--- src/rtl/zph_pkg.sv ---
// ----------------------------------------------------------------------------
// zph_pkg
// Shared types, slot layout and opcode codes for the Zobrist hash update core.
// ----------------------------------------------------------------------------
package zph_pkg;

  localparam int Squares    = 64;
  localparam int PieceKinds = 12;
  localparam int EpBase     = PieceKinds * Squares;
  localparam int CastleBase = EpBase + Squares;
  localparam int SideSlot   = CastleBase + 4;
  localparam int KeySlots   = SideSlot + 1;
  localparam int SlotW      = 10;
  localparam int NumReads   = 12;
  localparam int NumPairs   = NumReads / 2;

  // Opcodes of the input word.
  localparam logic [2:0] OP_LOAD   = 3'd0;
  localparam logic [2:0] OP_SET    = 3'd1;
  localparam logic [2:0] OP_PIECE  = 3'd2;
  localparam logic [2:0] OP_EXTRAS = 3'd3;
  localparam logic [2:0] OP_SIDE   = 3'd4;
  localparam logic [2:0] OP_MOVE   = 3'd5;

  localparam logic [3:0] SPECIAL_CASTLE = 4'd13;

  // Configuration register indexes.
  localparam logic [1:0] CFG_WHITE_ROOK  = 2'd0;
  localparam logic [1:0] CFG_BLACK_ROOK  = 2'd1;
  localparam logic [1:0] CFG_FIRST_BLACK = 2'd2;

  // Read positions; the back end fetches them two at a time, in pairs.
  localparam int RD_SIDE   = 0;
  localparam int RD_FROM   = 1;
  localparam int RD_TO     = 2;
  localparam int RD_EP_B   = 3;
  localparam int RD_EP_A   = 4;
  localparam int RD_CAP    = 5;
  localparam int RD_ROOK_O = 6;
  localparam int RD_ROOK_T = 7;
  localparam int RD_CASTLE = 8;

  typedef logic [SlotW-1:0] slot_t;

  typedef enum logic [1:0] {
    KIND_XOR,
    KIND_SET,
    KIND_LOAD
  } kind_t;

  typedef struct packed {
    kind_t                     kind;
    logic                      load_en;
    logic [63:0]               value;
    logic [NumReads-1:0]       rd_en;
    slot_t [NumReads-1:0]      addr;
  } entry_t;

  function automatic slot_t piece_slot(input logic [3:0] piece, input logic [5:0] sq);
    piece_slot = {piece, sq};
  endfunction

  function automatic slot_t ep_slot(input logic [5:0] sq);
    ep_slot = SlotW'(EpBase) + {4'b0000, sq};
  endfunction

  function automatic slot_t castle_slot(input logic [1:0] bit_no);
    castle_slot = SlotW'(CastleBase) + {8'b0, bit_no};
  endfunction

endpackage

--- src/rtl/zph_queue.sv ---
// ----------------------------------------------------------------------------
// zph_queue
// Two-entry queue of decoded words between the front and back ends.
// ----------------------------------------------------------------------------
module zph_queue (
  input  logic             clk,
  input  logic             rst,
  input  logic             push,
  input  zph_pkg::entry_t  push_entry,
  output logic             full,
  input  logic             pop,
  output logic             head_valid,
  output zph_pkg::entry_t  head
);

  zph_pkg::entry_t slots [2];
  logic            wr_ptr;
  logic            rd_ptr;
  logic [1:0]      count;

  assign full       = count == 2'd2;
  assign head_valid = count != 2'd0;
  assign head       = slots[rd_ptr];

  always_ff @(posedge clk) begin
    if (push) begin
      slots[wr_ptr] <= push_entry;
    end
  end

  always_ff @(posedge clk) begin
    if (rst) begin
      wr_ptr <= 1'b0;
      rd_ptr <= 1'b0;
      count  <= 2'd0;
    end else begin
      if (push) begin
        wr_ptr <= ~wr_ptr;
      end
      if (pop) begin
        rd_ptr <= ~rd_ptr;
      end
      count <= count + 2'(push) - 2'(pop);
    end
  end

endmodule

--- config.mk ---
export PLATFORM = sky130hd
export DESIGN_NAME = zph_queue
export DESIGN_NICKNAME = d
export VERILOG_FILES = /design/src/rtl/zph_pkg.sv /design/src/rtl/zph_queue.sv
export SDC_FILE = /design/constraint.sdc
export NUM_CORES = 1
export LEC_CHECK = 0
export ABC_CLOCK_PERIOD_IN_PS = 10350
export BUFFER_PORTS_ARGS = -buffer_cell sky130_fd_sc_hd__buf_4
export CAP_MARGIN = 10
export CORE_MARGIN = 2
export CORE_UTILIZATION = 40
export CTS_CLUSTER_SIZE = 40
export DETAILED_ROUTE_END_ITERATION = 8
export PLACE_DENSITY_LB_ADDON = 0.3
export RECOVER_POWER = 50
export SYNTH_ARGS = -nofsm -noshare
export SYNTH_HDL_FRONTEND = slang
export SYNTH_SLANG_ARGS = --single-unit
--- constraint.sdc ---
create_clock -name clk -period 10.35 [get_ports clk]
set_input_delay 1.5525 -clock clk [delete_from_list [all_inputs] [get_ports clk]]
set_output_delay 1.5525 -clock clk [all_outputs]
set_load 0.05 [all_outputs]
; Word level (Yosys, flattened, before mapping)
; Memory sizes are Yosys's and may differ from the RTL's. A register that Yosys moved wholly into a read port is not among the register bits.
; Cells that the tools add are included.
[word_totals]
input_bits = 203
regBits = 4
word_cells = 14
n_memories = 1
mem_bits_rw = 398
[classes]
n_reduce_logical = 1
mux = 4
add_sub_neg = 2
n_eq_ne = 1
n_bitwise = 2
[memory_table]
columns = memory, words, width, rd, rd_clocked_by_memory_dff, wr, line_no
row1 = slots, 2, 199, 1, 1, 1, zph_queue.sv:16  ; zph_pkg::entry_t slots [2];
[ops]
columns = cell, n
row1 = 1-bit two-way mux, 4
row2 = 2-bit by 1-bit adder with 2-bit output, 1
row3 = 2-bit equality test (second input constant), 1
row4 = 1-bit inverter, 2
row5 = 2-bit nonzero test, 1
row6 = 2-bit by 1-bit subtractor with 2-bit output, 1

; Longest topological paths before layout
[depth]
word_depth = 3
mapped_depth = 6
ltp_nobuf = 6

; Least setup slack after synthesis
; OpenSTA, ideal clock, no wires.
[synth_timing]
path_kind = input-to-reg
startpoint = input push
endpoint = memory slots[0][0] in the netlist's numbering, enable pin
cell_stages = 1
t_arrival_ns = 10.133
setup_time_ns = 0.785
slack_ns = -0.569
cell_sequence = nor2b_1
[synth_via]
elab_chain_len = 2
[synth_lines]
columns = element, line_no
row1 = start: declaration, zph_queue.sv:8  ; input logic push,
row2 = 1-bit two-way mux, zph_queue.sv:26  ; if (push) begin
row3 = 1-bit two-way mux (not written as such), zph_queue.sv:27  ; slots[wr_ptr] <= push_entry;
row4 = end: declaration, zph_queue.sv:16
; No other way between the ends.

; Worst setup path in the final report
[layout_timing]
startpoint = input push
endpoint = memory slots[1][108] in the netlist's numbering, enable pin
; Same word-level chain as after synthesis.

==> results <==
- The most common cell in the synthesized netlist is sky130_fd_sc_hd__edfxtp_1.
- The starting density of the core is 0.407.
- In this run the vertical extent of the chip is 198 microns.
- After synthesis the netlist holds a flip-flop and latch count of 403.
- The post-layout net count is 1276.
- The setup path with the least slack is of type input pin to flip-flop.
- The sequential area share after synthesis is 0.804.
- After routing, the total negative slack on setup checks comes to 0 ps.
- The clock arrives with 11.0 ps of skew.
- The utilization of the core after routing is 0.529.
- TritonCTS created 40 clock buffers.
- The count of flip-flops with a built-in enable after synthesis is 398.
- The number of hold violations in the final report was 0.
- On the final layout, the worst hold slack is 520 ps.
- After synthesis, the cell types taking the most area are sky130_fd_sc_hd__edfxtp_1 (80%), sky130_fd_sc_hd__mux2_4 (10%), sky130_fd_sc_hd__mux2_2 (7.4%).
- The global-route met3 utilization is 0.0598.
- The critical path required time is 10510 ps.
- The simple-gate portion of the synthesized area is 0.00309.
- The count of pins on the block boundary is 404.
- For this run, the detailed router's first-pass iteration total came to 6.
- For this run, the top clock speed supported by timing is 0.167 GHz.
- The clock transition at the registers of the reported paths is 60 ps.
- Clock tree synthesis selected as its root buffer the cell sky130_fd_sc_hd__clkbuf_16.
- The most congested layer reported by global routing is met2.
- The final reports fail on max-capacitance violations, max-slew violations.
- The class of the tightest hold or removal check is flip-flop to flip-flop.
- Yosys printed 0 warnings.
- The slew at the pin closest to its max-slew limit is 4470 ps.
- The met1 usage in global routing is 0.191.
- For met2 alone, demand over resource in global routing was 0.240.
- The number of antenna violations at the first check in global routing is 4.
- The number of max-cap violations is 2.
- In the routed design, unresolved DRC markers number 0.
- The region available for standard cell placement spans 0.0368 sq mm.
- The count of different cell masters after synthesis is 14.
- Compared with the post-synthesis result, the final layout area differs by 29.8%.
- The count of buffers added by post-CTS timing repair for setup is 0.
- After detailed routing, the total wire length is 31.0 mm.
- The worst endpoint data arrival time is 6160 ps.
- The power per cell area is 206 mW/mm^2.
- The cell count after synthesis came out at 640.
- The flow ran to the end, but the final reports show violations.
- The number of levels in the clock H-tree is 2.
- The detail route stage leaves a number of antenna-violating nets equal to 0.
- The post-route clock period utilization is 0.580.
- The share of final-layout standard cells stronger than drive strength 1 is 0.558.
- The count of cells in the finished layout, fillers not included, comes to 1574.
- The static leakage is 7.29 nW.
- The maximum clock insertion buffer count is 3.
- The multiplexer share of the synthesized area is 0.175.
- The pin count of the biggest net entering global routing is 75.
- The all-layer global routing usage is 0.154.
- In the synthesized netlist the async set-or-reset flop fraction comes to 0.
- The commonest cells after synthesis are sky130_fd_sc_hd__edfxtp_1 (398), sky130_fd_sc_hd__mux2_4 (100), sky130_fd_sc_hd__mux2_2 (99), sky130_fd_sc_hd__buf_6 (14), sky130_fd_sc_hd__buf_2 (8).
- Detailed placement finished with a half-perimeter wire length of 21.2 mm.
- Setup violations remaining at the end of the flow were counted as 0.
- The number of buffers inserted by hold repair at cts is 0.
- The detailed router finished its first iteration with 308 violations.
- In this run, placement finished with an instance count of 1497.
- For this run the aggregate overflow at the end of global routing stands at 0.
- The proportion of netlist area held by the largest area contributor is 0.798.
- The number of pins with negative max-slew slack in the final report is 117.
- Gates resized during post-CTS repair numbered 0.
- Of the total synthesized cell area, the portion taken by XOR and XNOR cells is 0.00267.
- Of the total synthesized cell area, the portion taken by full adders, half adders and majority gates is 0.00167.
- The worst pin sits at a relative slew slack of -1.98.
- Detailed routing inserted a total of 7382 vias.
- The worst IR drop on VDD is 0.156 mV.
- Among all flip-flop cells after synthesis, the most frequent one is sky130_fd_sc_hd__edfxtp_1.
- At the end of routability-driven placement, the weighted congestion stood at 0.727.
- The floorplan die area is 0.0390 sq mm.
- Setup repair after global routing left no endpoint under its margin.
- The fraction of the mapped netlist area in compound gates is 0.
- The ratio of routed vias to standard cells is 4.69.
- For the worst-skew pair, the clock arrives at the later sink with an insertion delay of 540 ps.
- The mapped cell area is 0.0150 sq mm.
- The routed design could run at a clock period as short as 6000 ps.
- The wire length of the first global-routing pass is 44.7 mm.
- The number of placement rows is 70.
- In the final routed layout, each cell accounts on average for 19.7 microns.
- A synthesized cell averages 23.4 sq um.
- The main combinational cell family by area after synthesis is multiplexers.
- The synthesized design spends more area on one cell type than any other, namely sky130_fd_sc_hd__edfxtp_1.
- The number of global-route vias before repair is 7598.
- From left edge to right edge, the die measures 198 microns.
- The endpoint class of the critical path is a flip-flop.
- The sink count of the clock tree is 403.
- The critical path startpoint category is an input pin.
- TritonCTS built the clock tree.
- Buffers placed on the I/O ports in this run total 403.
- The post-synth net total is 845.
- In this run the worst path has a maximum fanout of 72.
[routing by layer]
metal / vias up / share of wire / wire, microns
met2: 327 / 0.46 / 14300
met4: 0 / 0.028 / 882
met5: - / 0 / 0
li1: 3433 / - / -
met3: 53 / 0.10 / 3100
met1: 3569 / 0.41 / 12700
[layout by cell type, fill, tap and decap left out]
| cell | Yosys | layout |
|---|---|---|
| sky130_fd_sc_hd__edfxtp_1 | 398 | 398 |
| sky130_fd_sc_hd__buf_4 | 0 | 209 |
| sky130_fd_sc_hd__clkbuf_4 | 0 | 150 |
| sky130_fd_sc_hd__mux2_4 | 100 | 100 |
| sky130_fd_sc_hd__mux2_2 | 99 | 99 |
| sky130_fd_sc_hd__clkbuf_1 | 0 | 60 |
| sky130_fd_sc_hd__clkbuf_16 | 0 | 41 |
| sky130_fd_sc_hd__clkinv_2 | 0 | 10 |
| sky130_fd_sc_hd__clkinv_1 | 0 | 10 |
| sky130_fd_sc_hd__diode_2 | 0 | 4 |
| sky130_fd_sc_hd__nor2_1 | 4 | 4 |
| sky130_fd_sc_hd__dfxtp_1 | 5 | 4 |
| sky130_fd_sc_hd__nor2b_1 | 3 | 3 |
| sky130_fd_sc_hd__inv_1 | 2 | 2 |
| sky130_fd_sc_hd__xnor2_1 | 2 | 2 |
| sky130_fd_sc_hd__ha_1 | 2 | 2 |
| sky130_fd_sc_hd__inv_6 | 0 | 2 |
| sky130_fd_sc_hd__clkinvlp_4 | 0 | 2 |
| sky130_fd_sc_hd__or2_2 | 1 | 1 |
| sky130_fd_sc_hd__and2_0 | 0 | 1 |
| sky130_fd_sc_hd__xnor3_1 | 1 | 1 |
| sky130_fd_sc_hd__dfxtp_4 | 0 | 1 |
[cell families after synthesis]
kind of cell,after synthesis
DFF,403
and+or+nand+nor,9
xor gates and xnor gates,3
buffers and inverters,24
muxes,199
adders and majority gates,2
[state kept, by name (all words and copies together) (netlist names), named ones only]
name / count
count: 2
slots: 398
rd_ptr: 1
wr_ptr: 1
[layout make-up]
type                    count  area (sq um)
well taps                 468           586
multi-input cells         213          2730
diodes                      4          10.0
repair buffers            411          2890
flip-flops and latches    403         12100
clock inverters            24           120
clock buffers              49          1060
fillers                  3000         17300
inverters                   2          7.51
[power breakdown]
group / leakage (nW) / switching [W] / internal [W]
combinational: 2.94 / 0.000481 / 0.000267
sequential: 3.78 / 0.0000344 / 0.00191
clock: 0.579 / 0.000578 / 0.000727
[worst max-delay path, stage by stage]
cell and delay [ps]:
sky130_fd_sc_hd__clkbuf_1 160, sky130_fd_sc_hd__and2_0 3220, sky130_fd_sc_hd__buf_4 1120
[worst paths after layout]
kind / from / end / slack (ps) / cells after the start
max: push / slots[1][108]$_DFFE_PP_ / 4350 / 3
min: rd_ptr$_SDFFE_PP0P_ / flip-flop / 520 / 2
max reg2reg: wr_ptr$_SDFFE_PP0P_ / slots[1][108]$_DFFE_PP_ / 5190 / 2
min reg2reg: rd_ptr$_SDFFE_PP0P_ / flip-flop / 520 / 2
[metrics by stage]
stage	setup WS, ps	area, sq um	power, W
floorplan	3180	15000	0.00251
global placement	5710	18500	0.00274
detailed placement	5630	18500	0.00275
CTS	5040	19600	0.00407
global route	3720	19400	0.00414
finish	4350	19500	0.00400
(Power assumes the default switching activity.)
