File: config.mk
export PLATFORM = sky130hd
export DESIGN_NAME = zph_front
export DESIGN_NICKNAME = d
export VERILOG_FILES = /design/src/rtl/zph_pkg.sv /design/src/rtl/zph_front.sv
export SDC_FILE = /design/constraint.sdc
export NUM_CORES = 1
export LEC_CHECK = 0
export BUFFER_PORTS_ARGS = -buffer_cell sky130_fd_sc_hd__buf_2
export CORE_AREA = 2 2 129 131
export DETAILED_ROUTE_END_ITERATION = 8
export DIE_AREA = 0 0 131 133
export GPL_ROUTABILITY_DRIVEN = 0
export SLEW_MARGIN = 0
export SYNTH_ARGS = -nofsm -noshare
export SYNTH_HDL_FRONTEND = slang
export SYNTH_SLANG_ARGS = --single-unit
File: constraint.sdc
create_clock -name clk -period 5.6 [get_ports clk]
set_input_delay 0.84 -clock clk [delete_from_list [all_inputs] [get_ports clk]]
set_output_delay 0.84 -clock clk [all_outputs]
set_load 0.03 [all_outputs]
File: src/rtl/zph_pkg.sv
// ----------------------------------------------------------------------------
// zph_pkg
// Shared types, slot layout and opcode codes for the Zobrist hash update core.
// ----------------------------------------------------------------------------
package zph_pkg;

  localparam int Squares    = 64;
  localparam int PieceKinds = 12;
  localparam int EpBase     = PieceKinds * Squares;
  localparam int CastleBase = EpBase + Squares;
  localparam int SideSlot   = CastleBase + 4;
  localparam int KeySlots   = SideSlot + 1;
  localparam int SlotW      = 10;
  localparam int NumReads   = 12;
  localparam int NumPairs   = NumReads / 2;

  // Opcodes of the input word.
  localparam logic [2:0] OP_LOAD   = 3'd0;
  localparam logic [2:0] OP_SET    = 3'd1;
  localparam logic [2:0] OP_PIECE  = 3'd2;
  localparam logic [2:0] OP_EXTRAS = 3'd3;
  localparam logic [2:0] OP_SIDE   = 3'd4;
  localparam logic [2:0] OP_MOVE   = 3'd5;

  localparam logic [3:0] SPECIAL_CASTLE = 4'd13;

  // Configuration register indexes.
  localparam logic [1:0] CFG_WHITE_ROOK  = 2'd0;
  localparam logic [1:0] CFG_BLACK_ROOK  = 2'd1;
  localparam logic [1:0] CFG_FIRST_BLACK = 2'd2;

  // Read positions; the back end fetches them two at a time, in pairs.
  localparam int RD_SIDE   = 0;
  localparam int RD_FROM   = 1;
  localparam int RD_TO     = 2;
  localparam int RD_EP_B   = 3;
  localparam int RD_EP_A   = 4;
  localparam int RD_CAP    = 5;
  localparam int RD_ROOK_O = 6;
  localparam int RD_ROOK_T = 7;
  localparam int RD_CASTLE = 8;

  typedef logic [SlotW-1:0] slot_t;

  typedef enum logic [1:0] {
    KIND_XOR,
    KIND_SET,
    KIND_LOAD
  } kind_t;

  typedef struct packed {
    kind_t                     kind;
    logic                      load_en;
    logic [63:0]               value;
    logic [NumReads-1:0]       rd_en;
    slot_t [NumReads-1:0]      addr;
  } entry_t;

  function automatic slot_t piece_slot(input logic [3:0] piece, input logic [5:0] sq);
    piece_slot = {piece, sq};
  endfunction

  function automatic slot_t ep_slot(input logic [5:0] sq);
    ep_slot = SlotW'(EpBase) + {4'b0000, sq};
  endfunction

  function automatic slot_t castle_slot(input logic [1:0] bit_no);
    castle_slot = SlotW'(CastleBase) + {8'b0, bit_no};
  endfunction

endpackage

File: src/rtl/zph_front.sv
// ----------------------------------------------------------------------------
// zph_front
// Holds the configuration registers and turns each input word into an entry:
// a key load, a hash set, or a list of key slots to fold into the hash.
// ----------------------------------------------------------------------------
module zph_front (
  input  logic              clk,
  input  logic              rst,
  input  logic              cfg_valid,
  output logic              cfg_ready,
  input  logic [1:0]        cfg_index,
  input  logic [3:0]        cfg_data,
  input  logic [2:0]        opcode,
  input  logic [9:0]        word_index,
  input  logic [63:0]       word_value,
  input  logic [3:0]        moved_piece,
  input  logic [5:0]        from_square,
  input  logic [5:0]        to_square,
  input  logic [3:0]        captured_piece,
  input  logic [5:0]        captured_square,
  input  logic [3:0]        special,
  input  logic [6:0]        ep_before,
  input  logic [6:0]        ep_after,
  input  logic [3:0]        castling_change,
  output zph_pkg::entry_t   entry
);

  logic [3:0] white_rook;
  logic [3:0] black_rook;
  logic [3:0] first_black;

  logic       mover_ok;
  logic       qside;
  logic [3:0] rook;
  logic [5:0] rook_origin;
  logic [5:0] rook_target;

  assign cfg_ready = 1'b1;

  always_ff @(posedge clk) begin
    if (rst) begin
      white_rook  <= 4'd3;
      black_rook  <= 4'd9;
      first_black <= 4'd6;
    end else if (cfg_valid) begin
      unique case (cfg_index)
        zph_pkg::CFG_WHITE_ROOK:  white_rook  <= cfg_data;
        zph_pkg::CFG_BLACK_ROOK:  black_rook  <= cfg_data;
        zph_pkg::CFG_FIRST_BLACK: first_black <= cfg_data;
        default: ;
      endcase
    end
  end

  assign mover_ok    = moved_piece < 4'(zph_pkg::PieceKinds);
  assign rook        = (moved_piece >= first_black) ? black_rook : white_rook;
  assign qside       = to_square[2:0] == 3'd2;
  assign rook_origin = {to_square[5:3], qside ? 3'd0 : 3'd7};
  assign rook_target = {to_square[5:3], qside ? 3'd3 : 3'd5};

  always_comb begin
    entry       = '0;
    entry.kind  = zph_pkg::KIND_XOR;
    entry.value = word_value;
    entry.addr[zph_pkg::RD_SIDE] = zph_pkg::slot_t'(zph_pkg::SideSlot);
    entry.addr[zph_pkg::RD_FROM] = zph_pkg::piece_slot(moved_piece, from_square);
    // On a promotion the promoted piece's key is read at the destination in place
    // of the moved piece's key, so only the promoted piece's key there is folded in.
    entry.addr[zph_pkg::RD_TO]   = zph_pkg::piece_slot(
        (special < 4'(zph_pkg::PieceKinds)) ? special : moved_piece, to_square);
    entry.addr[zph_pkg::RD_EP_B]   = zph_pkg::ep_slot(ep_before[5:0]);
    entry.addr[zph_pkg::RD_EP_A]   = zph_pkg::ep_slot(ep_after[5:0]);
    entry.addr[zph_pkg::RD_CAP]    = zph_pkg::piece_slot(captured_piece, captured_square);
    entry.addr[zph_pkg::RD_ROOK_O] = zph_pkg::piece_slot(rook, rook_origin);
    entry.addr[zph_pkg::RD_ROOK_T] = zph_pkg::piece_slot(rook, rook_target);
    for (int b = 0; b < 4; b++) begin
      entry.addr[zph_pkg::RD_CASTLE + b] = zph_pkg::castle_slot(2'(b));
    end

    unique case (opcode)
      zph_pkg::OP_LOAD: begin
        entry.kind    = zph_pkg::KIND_LOAD;
        entry.load_en = word_index <= 10'(zph_pkg::SideSlot);
        entry.addr[0] = word_index;
      end
      zph_pkg::OP_SET: begin
        entry.kind = zph_pkg::KIND_SET;
      end
      zph_pkg::OP_PIECE: begin
        entry.rd_en[zph_pkg::RD_FROM] = mover_ok;
      end
      zph_pkg::OP_EXTRAS: begin
        entry.rd_en[zph_pkg::RD_EP_A] = ep_after < 7'(zph_pkg::Squares);
        entry.rd_en[zph_pkg::RD_CASTLE +: 4] = castling_change;
      end
      zph_pkg::OP_SIDE: begin
        entry.rd_en[zph_pkg::RD_SIDE] = 1'b1;
      end
      zph_pkg::OP_MOVE: begin
        if (mover_ok) begin
          entry.rd_en[zph_pkg::RD_SIDE] = 1'b1;
          entry.rd_en[zph_pkg::RD_FROM] = 1'b1;
          entry.rd_en[zph_pkg::RD_TO]   = 1'b1;
          entry.rd_en[zph_pkg::RD_CAP]  = captured_piece < 4'(zph_pkg::PieceKinds);
          entry.rd_en[zph_pkg::RD_ROOK_O] = (special == zph_pkg::SPECIAL_CASTLE) &&
                                            (rook < 4'(zph_pkg::PieceKinds));
          entry.rd_en[zph_pkg::RD_ROOK_T] = entry.rd_en[zph_pkg::RD_ROOK_O];
          entry.rd_en[zph_pkg::RD_EP_B] = ep_before < 7'(zph_pkg::Squares);
          entry.rd_en[zph_pkg::RD_EP_A] = ep_after < 7'(zph_pkg::Squares);
          entry.rd_en[zph_pkg::RD_CASTLE +: 4] = castling_change;
        end
      end
      default: ;
    endcase
  end

endmodule

Yosys cells after proc, flatten, opt, wreduce, memory -nomap -nowiden
Index checks and enable logic that the tools add are counted.

cells by class
  shift operators = 0
  multipliers = 0
  mux-type cells = 14
  div/mod/pow operators = 0
  reduce and logical (&&, ||, !) cells = 6
  add/subtract/negate cells = 2
  equality and inequality tests = 9
  bitwise gates (word level) = 0
  $lt $le $gt $ge = 8

operators with widths
  kind                  count
  $add 9x7->10 const A  2
  $lt 4x4->1 const B    4
  $lt 7x7->1 const B    2
  $mux 12               1
  $le 10x10->1 const B  1
  $mux 10               1
  $eq 3x2->1 const B    3
  $mux 3                3
  $mux 4                2
  $pmux 4 s2            1
  $eq 3x3->1 const B    2
  $pmux 1 s2            3
  $reduce_and 2->1      3
  $eq 4x4->1 const B    1
  $ge 4x4->1            1
  $pmux 2 s2            1
  $eq 3x1->1 const B    1
  $logic_not 3->1       1
  $eq 2x1->1 const B    1
  $eq 2x2->1 const B    1
  $logic_not 2->1       1
  $mux 2                1
  $logic_and 1x1->1     1
  $mux 1                1

storage, ports and cells
  logic and storage cells = 42
  latch bits = 0
  bits in writable memories = 0
  memories = 0
  memory bits (read-only) = 0
  input port bits = 134
  output and inout bits = 200
  bits in registers = 12

Logic depth before layout (Yosys ltp)
Gate-level depths: netlist (run 1).

  depth after elaboration = 6
  depth in mapped cells = 7
  mapped depth without buffers = 6

Least setup slack after synthesis (run 1)
OpenSTA, ideal clock, no wires.

  path type = input port to output port
  start = input port moved_piece[0]
  end = output port entry[127] (netlist bit)
  buffers on the path = 1
  required time = 4760 ps
  setup slack = 2184 ps
  stages = 7
  arrival = 2576 ps
  cell sequence = inv_1 > ha_1 > nand2b_4 > a2111oi_4 > a21oi_2 > mux2i_1 > buf_4

RTL lines
  what                line             RTL
  start: declaration  zph_front.sv:16  input logic [3:0] moved_piece,
  end: declaration    zph_front.sv:25  output zph_pkg::entry_t entry

==> metrics.md, run 1 <==
| Metric | Value |
|---|---|
| Root Buffer | clkbuf_16 |
| Worst Hold Class | reg2reg |
| Routed via count | 1404 |
| EDFF count, synth | 0 |
| Slew headroom | 31.6% |
| Cell Int Power | 0.222 mW |
| CTS Sinks | 12 |
| Largest net degree at the start of global routing | 13 |
| Gr busiest metal | met2 |
| Maximum VDD drop | 0.0000717 V |
| Worst-Skew Late Latency | 0.24 ns |
| Vias in the first global route | 1226 |
| Net Sw Frac | 41.5% |
| H-tree depth | 1 |
| CTS tree | yes |
| Setup TNS Final | 0 ns |
| Main synth FF type | dfxtp_1 |
| # setup viols final | 0 |
| Area post-placement | 1830 µm² |
| First-pass GRT wire length | 7550 µm |
| Yosys reg bits | 12 |
| P&R area growth vs syn | -12.7% |
| Async S/R FF share, synth | 0% |
| Nets | 399 |
| GR Util met1 | 6.49% |
| Buffers on Ports | 91 |
| Starting Density | 13.5% |
| Die X | 131 µm |
| Fin. Hold Viols | 0 |
| Initial antenna violation count | 0 |
| Final setup skew | 0 ns |
| Worst-path maximum fanout | 5 |
| M3 GR Usage | 3.36% |
| DP HPWL | 4850 µm |
| Post-CTS Setup Bufs | 0 |
| Startpoint Class | primary input |
| Leak | 0.994 nW |
| Vias per cell | 2.93 |
| Combinational power share | 41.8% |
| Synthesized area per cell | 7.63 µm² |
| Design area | 1900 µm² |
| Avg WL per Cell | 12.0 µm |
| RSZ-0062 raised after global routing | false |
| Data required, critical path | 4.76 ns |
| Netlist cell types | 28 |
| Flop pwr share | 24.3% |
| Maximum clock insertion buffer count | 2 |
| Total grt overflow | 0 |
| Resized cells post-CTS | 0 |
| Yosys warning total | 0 |
| Antenna cell count | 0 |
| Status | completed |
| Syn Inst Count | 286 |
| Reg-to-reg slack, setup | 4.80 ns |
| Core footprint | 16200 µm² |
| DRT Pass-1 Iters | 3 |
| DRC violations left | 0 |
| Clock transition at path regs | 0.04 ns |
| Setup Crit Path Kind | in2out |
| Crit path arrival time | 2.44 ns |
| Maxcap violations | 0 |
| Switching power | 0.157 mW |
| Antenna Nets Post-Route | 0 |
| Fmax achieved | 0.305 GHz |
| Routed WL | 5740 µm |
| Post-Syn Area | 2180 µm² |
| CP Capture Type | output port |
| Seq/Total Area, Yosys | 11.0% |
| Hold_buf cts | 0 |
| Iteration-0 DRC count of the detailed router | 45 |
| Clock network fraction of design power | 34.0% |
| Die area | 17400 µm² |
| Die height | 133 µm |
| Max-slew violation count | 0 |
| Gr usage total | 5.94% |
| Cell Rows | 47 |
| Tmin final | 3.28 ns |
| Share of cells above drive strength 1 | 39.4% |
| IO Count | 334 |
| Finished Layout Cells | 479 |
| Post-Place Cells | 476 |
| Power density cells | 199 nW/µm² |
| Clock buffer count from CTS | 3 |
| Slew @ Worst Pin | 1.02 ns |
| Crit share post-route | 58.5% |
| GRT met2 Usage | 7.83% |
## layout make-up
cell class	count	area (µm²)
clock buffers	3	75.1
fillers	1881	14300
inverters	12	45.0
multi-input cells	141	813
flip-flops and latches	12	240
well taps	220	275
repair buffers	91	455
## final timing paths
path / from / end / depth (start not counted)
setup / recovery: moved_piece[0] / entry[68] / 8
hold / removal: black_rook[0] / black_rook[0] / 1
setup reg to reg: white_rook[0] / white_rook[0] / 2
hold reg to reg: black_rook[0] / black_rook[0] / 1
## worst max-delay path: stages
cell and delay, ns:
buf_2 0.08, inv_1 0.05, ha_1 0.28, nand2b_4 0.15, a2111oi_4 0.35, a21oi_2 0.15
mux2_1 0.35, buf_2 0.18
## power by group through the flow
| stage | Sequential [mW] | Combinational (mW) | Clock, mW |
|---|---|---|---|
| floorplan | 0.0919 | 0.284 | 0 |
| global placement | 0.0934 | 0.158 | 0 |
| detailed placement | 0.0933 | 0.159 | 0 |
| CTS | 0.0918 | 0.159 | 0.131 |
| global route | 0.0921 | 0.171 | 0.136 |
| finish | 0.0919 | 0.158 | 0.129 |
## registers in the layout (all words and copies together), names as in the netlist
signal and flops:
black_rook 4, first_black 4, white_rook 4
## cell families after synthesis
logic type | Yosys count | share of synthesized area [%]
AOI/OAI and AO/OA | 24 | 7.86
DFF | 12 | 11.0
other | 2 | 0.344
and+or+nand+nor | 52 | 13.2
adders and majority gates | 4 | 2.29
muxes | 11 | 5.34
buffers and inverters | 181 | 60.0
## synthesized netlist by cell type, types with 2 or more instances
master | n | share of area [%]
mux2_2 | 3 | 1.5
and2_1 | 10 | 2.9
nor2_1 | 12 | 2.1
mux2i_1 | 6 | 2.8
nor3_1 | 3 | 0.69
mux2_1 | 2 | 1.0
nand2b_1 | 7 | 2.0
a21boi_0 | 2 | 0.69
a211o_1 | 4 | 1.6
o21a_1 | 2 | 0.69
o21ai_0 | 6 | 1.4
conb_1 | 2 | 0.34
nand2_1 | 10 | 1.7
nand3b_1 | 2 | 0.69
inv_1 | 12 | 2.1
buf_4 | 167 | 57
a21oi_1 | 8 | 1.8
ha_1 | 4 | 2.3
nor2b_1 | 4 | 1.1
dfxtp_1 | 12 | 11
## through the flow
step	utilization, %	worst slack (ns)	power [mW]	hold WS (ns)
after floorplan	-	2.18	0.376	0.430
after global placement	11.3	2.30	0.251	0.454
after detailed placement	11.3	2.27	0.252	0.458
after CTS	11.8	2.26	0.382	0.468
after global routing	11.8	2.17	0.399	0.498
final	11.8	2.32	0.379	0.462
## cells in the final DEF, fill, tap and decap left out
cell type  synthesis  layout
buf_2              1      91
conb_1             2      50
inv_1             12      12
nor2_1            12      12
dfxtp_1           12      12
nand2_1           10      10
and2_1            10      10
a21oi_1            8       8
nand2b_1           7       7
o21ai_0            6       6
mux2i_1            6       6
nor2b_1            4       4
a211o_1            4       4
ha_1               4       4
nor3_1             3       3
mux2_2             3       3
clkbuf_16          0       3
o21a_1             2       2
a21boi_0           2       2
mux2_1             2       2
nand3b_1           2       2
or3b_2             1       1
nand2b_4           1       1
a2111oi_4          1       1
a21oi_2            1       1
nand4b_1           1       1
nor3b_2            1       1
## per-layer routing
metal  vias up  routed length [µm]  share of wire (%)
li1        630                   -                  -
met1       581                2130                 37
met2       134                2190                 38
met3        59                 885                 15
met4         0                 535                9.3
met5         -                   0                  0
Note: power is estimated with default switching activity, not from simulation.
==> run 2: changes to the inputs <==
--- a/config.mk
+++ b/config.mk
@@ -5,10 +5,11 @@
 export SDC_FILE = /design/constraint.sdc
 export NUM_CORES = 1
 export LEC_CHECK = 0
+export ABC_AREA = 1
 export BUFFER_PORTS_ARGS = -buffer_cell sky130_fd_sc_hd__buf_2
-export CORE_AREA = 2 2 129 131
+export CORE_AREA = 2 2 128 130
 export DETAILED_ROUTE_END_ITERATION = 8
-export DIE_AREA = 0 0 131 133
+export DIE_AREA = 0 0 130 132
 export GPL_ROUTABILITY_DRIVEN = 0
 export SLEW_MARGIN = 0
 export SYNTH_ARGS = -nofsm -noshare
==> constraint.sdc (replaced) <==
create_clock -name clk -period 3.4 [get_ports clk]
set_input_delay 0.51 -clock clk [delete_from_list [all_inputs] [get_ports clk]]
set_output_delay 0.51 -clock clk [all_outputs]
set_load 0.03 [all_outputs]
==> run 2 against run 1 <==
Clock skew unchanged. Via count increased by 11%. Clock power increased by 86%. Core utilization increased by 0.36 points.
==> metrics.md, run 2 <==
| Metric | Value |
|---|---|
| Worst path depth | 8 |
| Top cells by count, synth | buf_4 (167), inv_1 (39), nand2_1 (30) |
| Setup Crit Path Kind | in2out |
| Root Buffer | clkbuf_16 |
| RSZ-0062 raised after global routing | false |
| Synthesized area per cell | 6.70 µm² |
| Fmax achieved | 0.398 GHz |
| Starting Density | 13.8% |
| Worst Hold Class | in2reg |
| Maxcap violations | 0 |
| CTS tree | yes |
| Async S/R FF share, synth | 0% |
| Power density cells | 352 nW/µm² |
| Slowest stage delay, CP | 0.30 ns |
| Netlist cell types | 22 |
| Core footprint | 15700 µm² |
| Data required, critical path | 2.89 ns |
| Top-area cell type share of the netlist area | 57.8% |
| Gr usage total | 6.17% |
| Most common cell after layout, fill and taps aside | buf_2 |
| Iteration-0 DRC count of the detailed router | 31 |
| Yosys warning total | 0 |
| Die area | 17200 µm² |
| CTS Sinks | 12 |
| Cell Rows | 46 |
| Largest cells by area after synthesis | buf_4 (58%), dfxtp_1 (11%), inv_1 (6.7%), nand2_1 (5.2%), nor2_1 (4.3%) |
| Slowest-stage cell, CP | ha_1 |
| Post-CTS Setup Bufs | 0 |
| Fin. Hold Viols | 0 |
| Share of cells above drive strength 1 | 33.4% |
| Slew headroom | 56.5% |
| Critical path's top delay family | compound AO/OA/AOI/OAI gates |
| WHS Path Cells | 3 |
| Critical path, cell by cell | buf_2 > ha_1 > a21oi_1 > nand3_1 > nand2_1 > nand2_1 > a21oi_1 > buf_2 |
| Post-Place Cells | 511 |
| Syn Inst Count | 324 |
| Hold_buf cts | 0 |
| EDFF count, synth | 0 |
| Antenna Nets Post-Route | 0 |
| Die height | 132 µm |
| Avg WL per Cell | 11.9 µm |
| DRC violations left | 0 |
| H-tree depth | 1 |
| P&R area growth vs syn | -12.1% |
| Clock buffer count from CTS | 3 |
| Largest area contributor in the synthesized netlist | buf_4 |
| Most frequent cells in the layout | buf_2 (91), conb_1 (50), inv_1 (39) |
| Fillers | 1866 |
| Routed via count | 1557 |
| Slew @ Worst Pin | 0.649 ns |
| Count leader, synth | buf_4 |
| Die X | 130 µm |
| Worst-path maximum fanout | 6 |
| Buffers on Ports | 91 |
| Maximum VDD drop | 0.000152 V |
| Startpoint Class | primary input |
| Vias in the first global route | 1289 |
| Setup TNS Final | 0 ns |
| Maximum clock insertion buffer count | 2 |
| Final setup skew | 0 ns |
| Crit path arrival time | 2.00 ns |
| Leak | 1.12 nW |
| Total grt overflow | 0 |
| Final Util | 12.1% |
| Top Registers | black_rook: 4 flops, first_black: 4 flops, white_rook: 4 flops |
| First-pass GRT wire length | 7570 µm |
| Max-slew violation count | 0 |
| Main synth FF type | dfxtp_1 |
| Worst-Skew Late Latency | 0.24 ns |
| # setup viols final | 0 |
| Finished Layout Cells | 515 |
| Seq/Total Area, Yosys | 11.1% |
| Largest net degree at the start of global routing | 13 |
| Tmin final | 2.51 ns |
| Nets | 438 |
| Clock transition at path regs | 0.04 ns |
| DRT Pass-1 Iters | 4 |
| DP HPWL | 5480 µm |
| Post-Syn Area | 2170 µm² |
| Vias per cell | 3.02 |
| CP Capture Type | output port |
| IO Count | 334 |
| R2r worst-path depth | 2 |
| Crit path buf inv count | 2 |
| Status | completed |
| Crit share post-route | 73.9% |
| Routed WL | 6120 µm |
| Resized cells post-CTS | 0 |
| Antenna cell count | 0 |
| Initial antenna violation count | 0 |
| Yosys reg bits | 12 |
run 2: cell count changes after synthesis, sizes merged, moves of 5 or more:
cell / change
nand2b: -8
mux2: -5
and2: -10
nand3: +8
nand2: +20
inv: +28
mux2i: -6
o21ai: +5
nor2: +13
run 2: worst paths after layout:
| path | start | end | slack, ns |
|---|---|---|---|
| setup / recovery | moved_piece[3] | entry[127] | 0.89 |
| hold / removal | cfg_data[3] | black_rook[3] | 0.49 |
| setup reg to reg | black_rook[3] | black_rook[3] | 2.81 |
| hold reg to reg | white_rook[2] | white_rook[2] | 0.49 |
run 2: cell type report:
| class | instances | area, µm² | share of cell area (%) |
|---|---|---|---|
| Tap cell | 216 | 270 | 14.2 |
| Inverter | 40 | 150 | 7.87 |
| Clock buffer | 4 | 88.8 | 4.66 |
| Multi-Input combinational cell | 152 | 702 | 36.8 |
| Timing Repair Buffer | 91 | 455 | 23.9 |
| Sequential cell | 12 | 240 | 12.6 |
run 2: worst register-to-register path: stages (launching register included):
cell	delay, ns
dfxtp_1	0.32
nand2_1	0.07
nand3_1	0.07
run 2: power by group:
group | switching, mW | total (mW) | internal [mW]
Clock | 0.0627 | 0.240 | 0.178
Combinational | 0.218 | 0.278 | 0.0604
Sequential | 0.00339 | 0.152 | 0.149
run 2: layer usage:
metal | vias up | wire length [µm] | track usage (%)
met5 | - | 0 | 0
met4 | 0 | 284 | 3.58
met3 | 28 | 1320 | 6.21
met2 | 181 | 2630 | 9.60
met1 | 629 | 1890 | 4.85
li1 | 719 | - | -
run 2: kinds of logic after synthesis:
| group | count (synthesis) | synth area share, % |
|---|---|---|
| AO/OA/AOI/OAI | 25 | 6.63 |
| adder cells (fa/ha/maj) | 4 | 2.31 |
| buffers and inverters | 208 | 64.9 |
| flip-flops | 12 | 11.1 |
| other | 2 | 0.346 |
| AND/OR/NAND/NOR | 73 | 14.8 |
run 2: through the flow:
| stage | power (mW) | worst slack (ns) | hold slack [ns] | area (µm²) |
|---|---|---|---|---|
| floorplan | 0.633 | 0.532 | 0.433 | 2350 |
| global placement | 0.434 | 0.832 | 0.478 | 1820 |
| detailed placement | 0.435 | 0.819 | 0.476 | 1820 |
| CTS | 0.678 | 0.811 | 0.488 | 1910 |
| global route | 0.709 | 0.701 | 0.510 | 1910 |
| finish | 0.670 | 0.886 | 0.493 | 1910 |
==> run 3: changes to the inputs <==
--- a/config.mk
+++ b/config.mk
@@ -7,9 +7,9 @@
 export LEC_CHECK = 0
 export ABC_AREA = 1
 export BUFFER_PORTS_ARGS = -buffer_cell sky130_fd_sc_hd__buf_2
-export CORE_AREA = 2 2 128 130
+export CORE_AREA = 2 2 131 133
 export DETAILED_ROUTE_END_ITERATION = 8
-export DIE_AREA = 0 0 130 132
+export DIE_AREA = 0 0 133 135
 export GPL_ROUTABILITY_DRIVEN = 0
 export SLEW_MARGIN = 0
 export SYNTH_ARGS = -nofsm -noshare
==> constraint.sdc (replaced) <==
create_clock -name clk -period 2.1 [get_ports clk]
set_input_delay 0.315 -clock clk [delete_from_list [all_inputs] [get_ports clk]]
set_output_delay 0.315 -clock clk [all_outputs]
set_load 0.03 [all_outputs]
==> run 3 against run 2 <==
Die area grew 4.6%. Register-to-register slack lost 1.3 ns. Sequential share of layout area shrank 1.1 points. Critical endpoint unchanged. Critical path depth grew 2. Critical path type is now reg2out.
==> metrics.md, run 3 (synthesis gave the netlist of run 2 again) <==
| Metric | Value |
|---|---|
| Status | completed |
| Maximum clock insertion buffer count | 2 |
| Vias per cell | 2.93 |
| Setup TNS Final | 0 ns |
| Combinational power share | 44.8% |
| Total grt overflow | 0 |
| Iteration-0 DRC count of the detailed router | 19 |
| WHS Path Cells | 3 |
| IO Count | 334 |
| First-pass GRT wire length | 8440 µm |
| Die X | 133 µm |
| Avg WL per Cell | 12.1 µm |
| Buffers on Ports | 91 |
| Clock buffer count from CTS | 3 |
| Worst Hold Class | in2reg |
| Die area | 18000 µm² |
| Largest net degree at the start of global routing | 13 |
| Slew @ Worst Pin | 0.523 ns |
| Post-Place Cells | 523 |
| Core footprint | 16400 µm² |
| Vias in the first global route | 1401 |
| Tmin final | 1.98 ns |
| Data required, critical path | 1.78 ns |
| Antenna Nets Post-Route | 0 |
| CTS Sinks | 12 |
| Gr usage total | 6.41% |
| DP HPWL | 5640 µm |
| Share of cells above drive strength 1 | 39.1% |
| Die height | 135 µm |
| Routed WL | 6400 µm |
| Net Sw Frac | 41.5% |
| Most common cell after layout, fill and taps aside | buf_2 |
| Antenna cell count | 0 |
| Hold_buf cts | 0 |
| Top Registers | black_rook: 4 flops, first_black: 4 flops, white_rook: 4 flops |
| DRT Pass-1 Iters | 4 |
| Routed via count | 1546 |
| DRC violations left | 0 |
| Area post-placement | 1890 µm² |
| Worst-path maximum fanout | 5 |
| Hold_ws | 0.311 ns |
| Leak | 1.19 nW |
| Most frequent cells in the layout | buf_2 (83), conb_1 (50), inv_1 (37) |
| M3 GR Usage | 6.38% |
| Worst hold start | cfg_data[0] |
| Setup Crit Path Kind | reg2out |
| Fin. Hold Viols | 0 |
| Switching power | 0.474 mW |
| # setup viols final | 0 |
| GR Util met1 | 5.21% |
| Startpoint Class | flop |
| Post-CTS Setup Bufs | 0 |
| Crit share post-route | 94.1% |
| Gr busiest metal | met2 |
| Starting Density | 13.2% |
| Power density cells | 545 nW/µm² |
| Maxcap violations | 0 |
| GRT met2 Usage | 9.84% |
| R2r worst-path depth | 2 |
| CTS tree | yes |
| Crit path arrival time | 1.66 ns |
| Cell Int Power | 0.668 mW |
| Slew headroom | 65.0% |
| Clock network fraction of design power | 33.7% |
| Final setup skew | 0 ns |
| Flop pwr share | 21.5% |
| Tot Pwr | 1.14 mW |
| Root Buffer | clkbuf_16 |
| Nets | 446 |
| Fmax achieved | 0.506 GHz |
| Terminating pin of the worst hold path | black_rook[0] |
| CP Capture Type | output port |
| Finished Layout Cells | 527 |
| FF-to-FF Start | first_black[1] |
| Reg-to-reg slack, setup | 1.47 ns |
| Maximum VDD drop | 0.000397 V |
| P&R area growth vs syn | -3.46% |
| Reg-to-Reg End | first_black[1] |
| Initial antenna violation count | 0 |
| Design area | 2090 µm² |
| Clock transition at path regs | 0.04 ns |
| Cell Rows | 47 |
| Max-slew violation count | 0 |
| Worst-Skew Late Latency | 0.24 ns |
| H-tree depth | 1 |
## run 3: worst max-delay path by stage
stage | endpoint | start | slack, ns | cells past startpoint
4_1_cts | entry[127] | first_black[3] | -0.02 | 10
3_3_place_gp | entry[76] | moved_piece[0] | 0.06 | 10
5_1_grt | entry[127] | first_black[1] | -0.007 | 10
2_1_floorplan | entry[76] | first_black[3] | -0.26 | 6
3_5_place_dp | entry[66] | moved_piece[3] | 0.006 | 7
6_report | entry[127] | first_black[1] | 0.12 | 10
## run 3: cell type report
class                      count  area [µm²]
fill                        1916       14300
multi-input combinational    152         786
timing repair buffer          99         554
tap                          220         275
sequential                    12         240
inverter                      40         150
clock buffer                   4        88.8
## run 3: routing by layer
metal	wire [µm]	share of wire, %
met5	0	0
met4	268	4.2
met3	1560	24
met2	2730	43
met1	1840	29
## run 3: what timing repair did
item,4_1_cts,5_1_grt
pin swaps,0,3
resized for setup,7,27
setup endpoints to repair,10,10
## run 3: power by group through the flow
stage          clock network (mW)  logic [mW]  registers, mW
6_report                    0.384       0.512          0.246
5_1_grt                     0.403       0.552          0.247
4_1_cts                     0.391       0.481          0.245
3_5_place_dp                    0       0.472          0.249
3_3_place_gp                    0       0.471          0.249
2_1_floorplan                   0       0.778          0.248
## run 3: critical path, cell delays in order (launching register included)
cell and delay [ns]:
dfxtp_1 0.29, inv_1 0.11, ha_4 0.21, nand2_1 0.06, nand2_1 0.07, nand2_4 0.09, nand3_4 0.09, nand2_1 0.08
nand2_2 0.07, a21oi_4 0.18, buf_6 0.16
## run 3: metrics by stage
step | utilization, % | setup slack [ns]
after floorplan | - | -0.261
after global placement | 11.5 | 0.0614
after detailed placement | 11.5 | 0.00631
after CTS | 12.2 | -0.0175
after global routing | 12.8 | -0.00717
final | 12.8 | 0.125
